[config.mk]
export PLATFORM = sky130hd
export DESIGN_NAME = sih_ctrl
export DESIGN_NICKNAME = d
export VERILOG_FILES = /design/src/hdl/sih_pkg.sv /design/src/hdl/sih_ctrl.sv
export SDC_FILE = /design/constraint.sdc
export NUM_CORES = 1
export LEC_CHECK = 0
export BUFFER_PORTS_ARGS = -buffer_cell sky130_fd_sc_hd__buf_2
export CORE_AREA = 2 2 39 41
export DETAILED_ROUTE_END_ITERATION = 16
export DIE_AREA = 0 0 41 43
export GPL_TIMING_DRIVEN = 0
export SYNTH_ARGS = -nofsm -noshare
export SYNTH_HDL_FRONTEND = slang
export SYNTH_SLANG_ARGS = --single-unit
[constraint.sdc]
create_clock -name clk -period 1.2 [get_ports clk]
set_input_delay 0.12 -clock clk [delete_from_list [all_inputs] [get_ports clk]]
set_output_delay 0.12 -clock clk [all_outputs]
set_load 0.01 [all_outputs]
[src/hdl/sih_pkg.sv]
// Package for the shared interrupt handler table.
// Holds the command codes, the request and response transfer types and the
// control and status bundles between the controller and the datapath.
package sih_pkg;

    localparam int TAG_W      = 32;
    localparam int LINE_W     = 8;
    localparam int SLOT_IDX_W = 2;
    localparam int COUNT_W    = 3;

    // Slots on each line; the slot index and count fields are sized for it.
    localparam int SLOTS_PER_LINE = 4;

    typedef enum logic [1:0] {
        CMD_REGISTER   = 2'd0,
        CMD_UNREGISTER = 2'd1,
        CMD_DISPATCH   = 2'd2,
        CMD_COUNT      = 2'd3
    } command_t;

    typedef struct packed {
        command_t           command;
        logic [LINE_W-1:0]  line;
        logic [TAG_W-1:0]   handler_tag;
        logic [TAG_W-1:0]   context_tag;
    } request_t;

    typedef struct packed {
        logic                  ok;
        logic                  entry_present;
        logic [SLOT_IDX_W-1:0] slot_index;
        logic [TAG_W-1:0]      found_handler;
        logic [TAG_W-1:0]      found_context;
        logic [COUNT_W-1:0]    handler_count;
        logic                  last;
    } response_t;

    // Commands from the controller to the datapath.
    typedef struct packed {
        logic clear_step;
        logic load_item;
        logic scan_step;
        logic finish;
    } ctrl_cmd_t;

    // Status from the datapath to the controller.
    typedef struct packed {
        logic clear_last;
        logic skip_scan;
        logic scan_end;
        logic stall;
        logic out_free;
    } dp_status_t;

endpackage

[src/hdl/sih_ctrl.sv]
// Controller state machine of the shared interrupt handler table.
// Depends on sih_pkg for the command and status bundles.
module sih_ctrl (
    input  logic                clk,
    input  logic                rst_n,
    input  logic                request_valid,
    output logic                request_ready,
    input  sih_pkg::dp_status_t status,
    output sih_pkg::ctrl_cmd_t  cmd
);

    typedef enum logic [3:0] {
        ST_CLEAR  = 4'b0001,
        ST_IDLE   = 4'b0010,
        ST_SCAN   = 4'b0100,
        ST_FINISH = 4'b1000
    } state_t;

    state_t state_reg;
    state_t state_next;

    // Next state and datapath commands.
    always_comb
    begin
        state_next    = state_reg;
        cmd           = '0;
        request_ready = 1'b0;
        unique case (state_reg)
            ST_CLEAR:
            begin
                cmd.clear_step = 1'b1;
                if (status.clear_last)
                begin
                    state_next = ST_IDLE;
                end
            end
            ST_IDLE:
            begin
                request_ready = 1'b1;
                if (request_valid)
                begin
                    cmd.load_item = 1'b1;
                    state_next    = status.skip_scan ? ST_FINISH : ST_SCAN;
                end
            end
            ST_SCAN:
            begin
                if (!status.stall)
                begin
                    cmd.scan_step = 1'b1;
                    if (status.scan_end)
                    begin
                        state_next = ST_FINISH;
                    end
                end
            end
            ST_FINISH:
            begin
                if (status.out_free)
                begin
                    cmd.finish = 1'b1;
                    state_next = ST_IDLE;
                end
            end
            default:
            begin
                state_next = ST_CLEAR;
            end
        endcase
    end

    // State register; reset starts the clearing pass.
    always_ff @(posedge clk or negedge rst_n)
    begin
        if (!rst_n)
        begin
            state_reg <= ST_CLEAR;
        end
        else
        begin
            state_reg <= state_next;
        end
    end

endmodule

==> flow_metrics.env, run 1 <==
export IMPL_cts_root_buf="clkbuf_4"
export IMPL_r2r_slack_ns=-0.13
export IMPL_path_class="register to output pin"
export IMPL_die_w_um=41
export IMPL_fmax_mhz=712
export IMPL_synth_seq_cells=4
export IMPL_postRouteAntennaNets=0
export IMPL_cts_tree="yes"
export IMPL_period_needed_ns=1.40
export IMPL_vias=295
export IMPL_drive_above_1_share=0.692
export IMPL_cts_sinks=4
export IMPL_gp_congestion=0.673
export IMPL_relSlewSlack=0.801
export IMPL_viasPerCell=4.34
export IMPL_grt_pass1_wl_um=966
export IMPL_leakagePower_uw=0.000230
export IMPL_grt_overflow=0
export IMPL_syn_num_nets=34
export IMPL_status="finished with violations"
export IMPL_final_seq_area_um2=104
export IMPL_dp_slack_ns=-0.0565
export IMPL_stdcell_count=68
export IMPL_cts_clk_slew_worst_paths_ns=0.04
export IMPL_drt_iter0_markers=3
export IMPL_nFillCells=147
export IMPL_skew_ns=0.000659
export IMPL_wl_um=722
export IMPL_yosys_warnings=0
export IMPL_syn_inst=26
export IMPL_fin_nets=61
export IMPL_core_area_um2=1380
export IMPL_setup_slack_ns=-0.204
export IMPL_finalSetupViolCount=6
export IMPL_num_antenna_cells=0
export IMPL_failed_checks="setup timing"
export IMPL_area_growth_pct=83.3
export IMPL_dp_cells=54
export IMPL_p_per_area_nw_per_um2=1600
export IMPL_slew_violations=0
export IMPL_r2r_start="state_reg[2]"
export IMPL_insertion_delay_ns=0.24
export IMPL_placementRows=14
export IMPL_die_area_um2=1760
export IMPL_antenna_found_initial=0
export IMPL_whs_path_depth=2
export IMPL_syn_cell_area_um2=262
export IMPL_rsz0062_at_grt="true"
export IMPL_pin_count=13
export IMPL_largest_register_ffs=4
export IMPL_clock_path_buffers=2
export IMPL_arrival_ns=1.28
export IMPL_gr_usage_all_layers=0.0807
export IMPL_synth_cell_types=18
export IMPL_hold_path_startpoint="status[4]"
export IMPL_numCtsBuffers=3
export IMPL_multi_input_area_um2=176
export IMPL_ir_worst_vdd_uv=926
export IMPL_hpwlAfterDp_um=441
export IMPL_fin_crit_sh=1.17
export IMPL_required_ns=1.08
export IMPL_whs_endpoint="state_reg[0]"
export IMPL_drt_pass1_iter_count=2
export IMPL_ys_seq_area_frac=0.388
export IMPL_ctsHtreeMaxLevel=1
export IMPL_end_kind="output pin"
export IMPL_die_y_um=43
export IMPL_worstReg2RegEnd="state_reg[2]"
export IMPL_drc=0
export IMPL_path_max_fanout=3
export IMPL_port_buffers=12
export IMPL_synth_area_per_cell_um2=10.1
export IMPL_initial_core_util=0.189
export IMPL_drv_cap=0
export IMPL_hold_viol=0
export IMPL_grt_max_degree=7
export IMPL_routedWlPerCell_um=10.6
export IMPL_start_kind="register"
export IMPL_hold_class="input pin to register"
export IMPL_r2r_cells=5
export IMPL_tightest_slew_ns=0.297
export IMPL_grt_pass1_vias=262
==> what timing repair did <==
| item | 4_1_cts | 5_1_grt |
|---|---|---|
| hold buffers | 1 | 0 |
| setup endpoints to repair | 6 | 8 |
| pin swaps | 4 | 5 |
| setup buffers | 5 | 5 |
| gates resized for setup | 3 | 5 |
| endpoints found under the hold margin | 4 | 0 |
==> final cells by class <==
| type | count | area share |
|---|---|---|
| multi-input cells | 19 | 0.368 |
| repair buffers | 22 | 0.295 |
| flip-flops and latches | 4 | 0.217 |
| clock buffers | 4 | 0.0548 |
| well taps | 16 | 0.0418 |
| inverters | 3 | 0.0235 |
==> report_power, final <==
part           internal [uW]  total [uW]  switching [uW]
Clock                    125         186            61.1
Sequential               187         252            65.4
Combinational            189         330             141
Total                    501         769             268
==> worst max-delay path, stage by stage, from the launching register on <==
cell	delay [ns]
dfrtp_2	0.42
nor4b_4	0.36
nand2_2	0.09
inv_1	0.06
buf_2	0.12
==> routing by layer <==
layer	part of all wire	track usage	vias up	wire length, um
met5	0	0	-	0
li1	-	-	149	-
met1	0.38	0.0850	132	274
met3	0.11	0.0628	0	81
met2	0.51	0.131	14	367
met4	0	0	0	0
==> worst max-delay path by stage <==
| stage | startpoint | endpoint | cells past startpoint |
|---|---|---|---|
| after detailed placement | state_reg[3] | cmd[2] | 4 |
| after global placement | state_reg[3] | cmd[2] | 4 |
| after floorplan | state_reg[3] | cmd[2] | 3 |
| final | state_reg[2] | cmd[2] | 4 |
| after CTS | state_reg[3] | cmd[2] | 4 |
| after global routing | state_reg[2] | cmd[2] | 4 |
==> stage by stage <==
| step | hold slack (ns) | power, uW | cell area [um^2] | utilization | TNS [ns] |
|---|---|---|---|---|---|
| after floorplan | -0.176 | 405 | 268 | - | 0 |
| after global placement | -0.0753 | 486 | 348 | 0.251 | -0.0630 |
| after detailed placement | -0.0725 | 490 | 348 | 0.251 | -0.0565 |
| after CTS | 0.0540 | 736 | 433 | 0.313 | -0.833 |
| after global routing | 0.0728 | 814 | 479 | 0.346 | -1.44 |
| final | 0.0643 | 769 | 479 | 0.346 | -0.932 |
==> cells in the mapped netlist <==
cell      instances  share of area
dfrtp_1           3           0.29
inv_1             3          0.043
nand3b_1          3          0.086
nor2_1            3          0.043
a221oi_1          1          0.033
dfstp_2           1           0.10
nand2_1           1          0.014
nand2_2           1          0.024
nand2b_1          1          0.024
nand3_1           1          0.019
nor2b_1           1          0.024
nor4b_1           1          0.033
nor4b_4           1          0.091
o21a_1            1          0.029
o221ai_1          1          0.033
o22ai_2           1          0.048
o32ai_1           1          0.033
xor2_1            1          0.033
==> layout by cell type (no fill, tap or decap), types with 2 or more instances in the layout <==
cell,Yosys,routed
buf_2,0,12
buf_4,0,8
nand3b_1,3,3
clkbuf_4,0,3
nor2_1,3,2
inv_1,3,2
dfrtp_2,0,2
==> kinds of logic after synthesis <==
kind of cell	count (synthesis)	share of synthesized area
and+or+nand+nor	13	0.359
AOI/OAI and AO/OA	5	0.177
DFF	4	0.388
buffers and inverters	3	0.0431
xor gates and xnor gates	1	0.0335
No activity file was read; power rests on OpenSTA's default activity.
==> inputs of run 2 (changes only) <==
--- a/config.mk
+++ b/config.mk
@@ -11,4 +11,5 @@
 export DIE_AREA = 0 0 41 43
 export GPL_TIMING_DRIVEN = 0
+export PLACE_DENSITY_LB_ADDON = 0.3
 export SYNTH_ARGS = -nofsm -noshare
 export SYNTH_HDL_FRONTEND = slang
==> constraint.sdc (replaced) <==
create_clock -name clk -period 1.2 [get_ports clk]
set_input_delay 0.06 -clock clk [delete_from_list [all_inputs] [get_ports clk]]
set_output_delay 0.06 -clock clk [all_outputs]
set_load 0.01 [all_outputs]
==> run 2 against run 1 <==
The flow still finishes with violations (setup timing). Non-clock buffer count shrank 1. Cell count fell by 1.5%. Total power up 7.8%. Worst hold slack lost 0.057 ns. Sequential power grew 7.9%. Die area did not move. Combinational power increased by 11%. Clock skew is 0.0065 ns higher. Worst setup slack better by 0.0068 ns. Clock power is essentially flat. Via count decreased by 0.68%. Register-to-register slack got worse by 0.06 ns. Critical endpoint unchanged. Largest power group unchanged.
==> flow_metrics.env, run 2 (synthesis results as in run 1) <==
export IMPL_initial_core_util=0.189
export IMPL_nFillCells=159
export IMPL_grt_pass1_wl_um=1150
export IMPL_grt_max_degree=7
export IMPL_largest_register_ffs=4
export IMPL_hpwlAfterDp_um=438
export IMPL_final_cell_mix="buf_2, buf_4"
export IMPL_slowest_delay_ns=0.42
export IMPL_tightest_slew_ns=0.356
export IMPL_leakagePower_uw=0.000233
export IMPL_hold_viol=0
export IMPL_num_antenna_cells=0
export IMPL_routedWlPerCell_um=10.5
export IMPL_clock_path_buffers=2
export IMPL_failed_checks="setup timing"
export IMPL_skew_ns=0.00715
export IMPL_antenna_found_initial=0
export IMPL_drc=0
export IMPL_ir_worst_vdd_uv=670
export IMPL_status="finished with violations"
export IMPL_p_per_area_nw_per_um2=1710
export IMPL_drive_above_1_share=0.667
export IMPL_end_kind="output pin"
export IMPL_crit_path_top_delay_cell="dfrtp_2"
export IMPL_drv_cap=0
export IMPL_fmax_mhz=716
export IMPL_vias=293
export IMPL_wl_um=702
export IMPL_hold_path_startpoint="status[4]"
export IMPL_start_kind="register"
export IMPL_r2r_slack_ns=-0.19
export IMPL_cts_clk_slew_worst_paths_ns=0.04
export IMPL_critPathLaunch="state_reg[2]"
export IMPL_ctsHtreeMaxLevel=1
export IMPL_r2r_start="state_reg[2]"
export IMPL_finalSetupViolCount=7
export IMPL_final_common_cell="buf_2"
export IMPL_insertion_delay_ns=0.24
export IMPL_required_ns=1.14
export IMPL_pin_count=13
export IMPL_drt_iter0_markers=7
export IMPL_grt_pass1_vias=274
export IMPL_viasPerCell=4.37
export IMPL_dp_slack_ns=0.00547
export IMPL_setup_slack_ns=-0.197
export IMPL_cts_root_buf="clkbuf_4"
export IMPL_hold_class="input pin to register"
export IMPL_numCtsBuffers=3
export IMPL_slew_violations=0
export IMPL_die_y_um=43
export IMPL_fin_nets=60
export IMPL_gr_usage_all_layers=0.110
export IMPL_placementRows=14
export IMPL_arrival_ns=1.34
export IMPL_tns_ns=-0.845
export IMPL_port_buffers=12
export IMPL_drt_pass1_iter_count=4
export IMPL_postRouteAntennaNets=0
export IMPL_rsz0062_at_grt="true"
export IMPL_area_growth_pct=85.6
export IMPL_die_area_um2=1760
export IMPL_core_area_um2=1380
export IMPL_period_needed_ns=1.40
export IMPL_cts_tree="yes"
export IMPL_die_w_um=41
export IMPL_crit_family="simple AND/OR/NAND/NOR gates"
export IMPL_crit_buf_inv=2
export IMPL_path_max_fanout=5
export IMPL_fin_crit_sh=1.16
export IMPL_relSlewSlack=0.762
export IMPL_grt_overflow=0
export IMPL_path_cells="nor4b_4 > nand2_2 > inv_1 > buf_2"
export IMPL_cts_sinks=4
export IMPL_path_class="register to output pin"
export IMPL_gp_congestion=0.621
run 2: path summary, 6_finish.rpt:
check	cells after the start	to
worst max-delay path	4	cmd[2]
worst min-delay path	2	state_reg[0]
worst max register to register	5	state_reg[2]
worst min register to register	1	state_reg[1]
max in group asynchronous	2	state_reg[0]
min in group asynchronous	2	state_reg[2]
run 2: where the power goes:
part | internal, uW | total, uW | switching (uW)
clock | 125 | 189 | 64.0
combinational | 228 | 367 | 139
sequential | 191 | 272 | 81.4
total | 544 | 828 | 284
run 2: metrics by stage:
stage	area, um^2	total power, uW	util	cells	hold WS, ns
final	485	828	0.351	67	0.00778
after global routing	485	890	0.351	67	0.0111
after CTS	439	768	0.317	64	0.00344
after detailed placement	348	489	0.251	54	-0.133
after global placement	348	492	0.251	54	-0.133
after floorplan	268	405	-	26	-0.236
run 2: layout make-up:
| type | instances | area (um^2) | share of cell area |
|---|---|---|---|
| Inverter | 3 | 11.3 | 0.0232 |
| Timing Repair Buffer | 21 | 138 | 0.284 |
| Tap cell | 16 | 20.0 | 0.0412 |
| Multi-Input combinational cell | 19 | 185 | 0.381 |
| Sequential cell | 4 | 105 | 0.216 |
| Clock buffer | 4 | 26.3 | 0.0541 |
run 2: timing repair:
item,CTS,global route
setup buffers,5,3
hold buffers,1,0
pin swaps,4,5
gates resized for setup,5,5
endpoints found under the setup margin,6,9
endpoints found under the hold margin,4,0
run 2: metal layers:
layer,up-vias,track usage,share of wire
met3,4,0.0785,0.098
met4,0,0.100,0.038
met2,14,0.131,0.47
met5,-,0,0
li1,145,-,-
met1,130,0.120,0.39
run 2: worst register-to-register path, cell delays in order (launching register included):
cell     delay (ns)
dfrtp_2        0.42
nor4b_4        0.40
nand2_2        0.10
buf_4          0.14
buf_4          0.12
o22ai_2        0.13
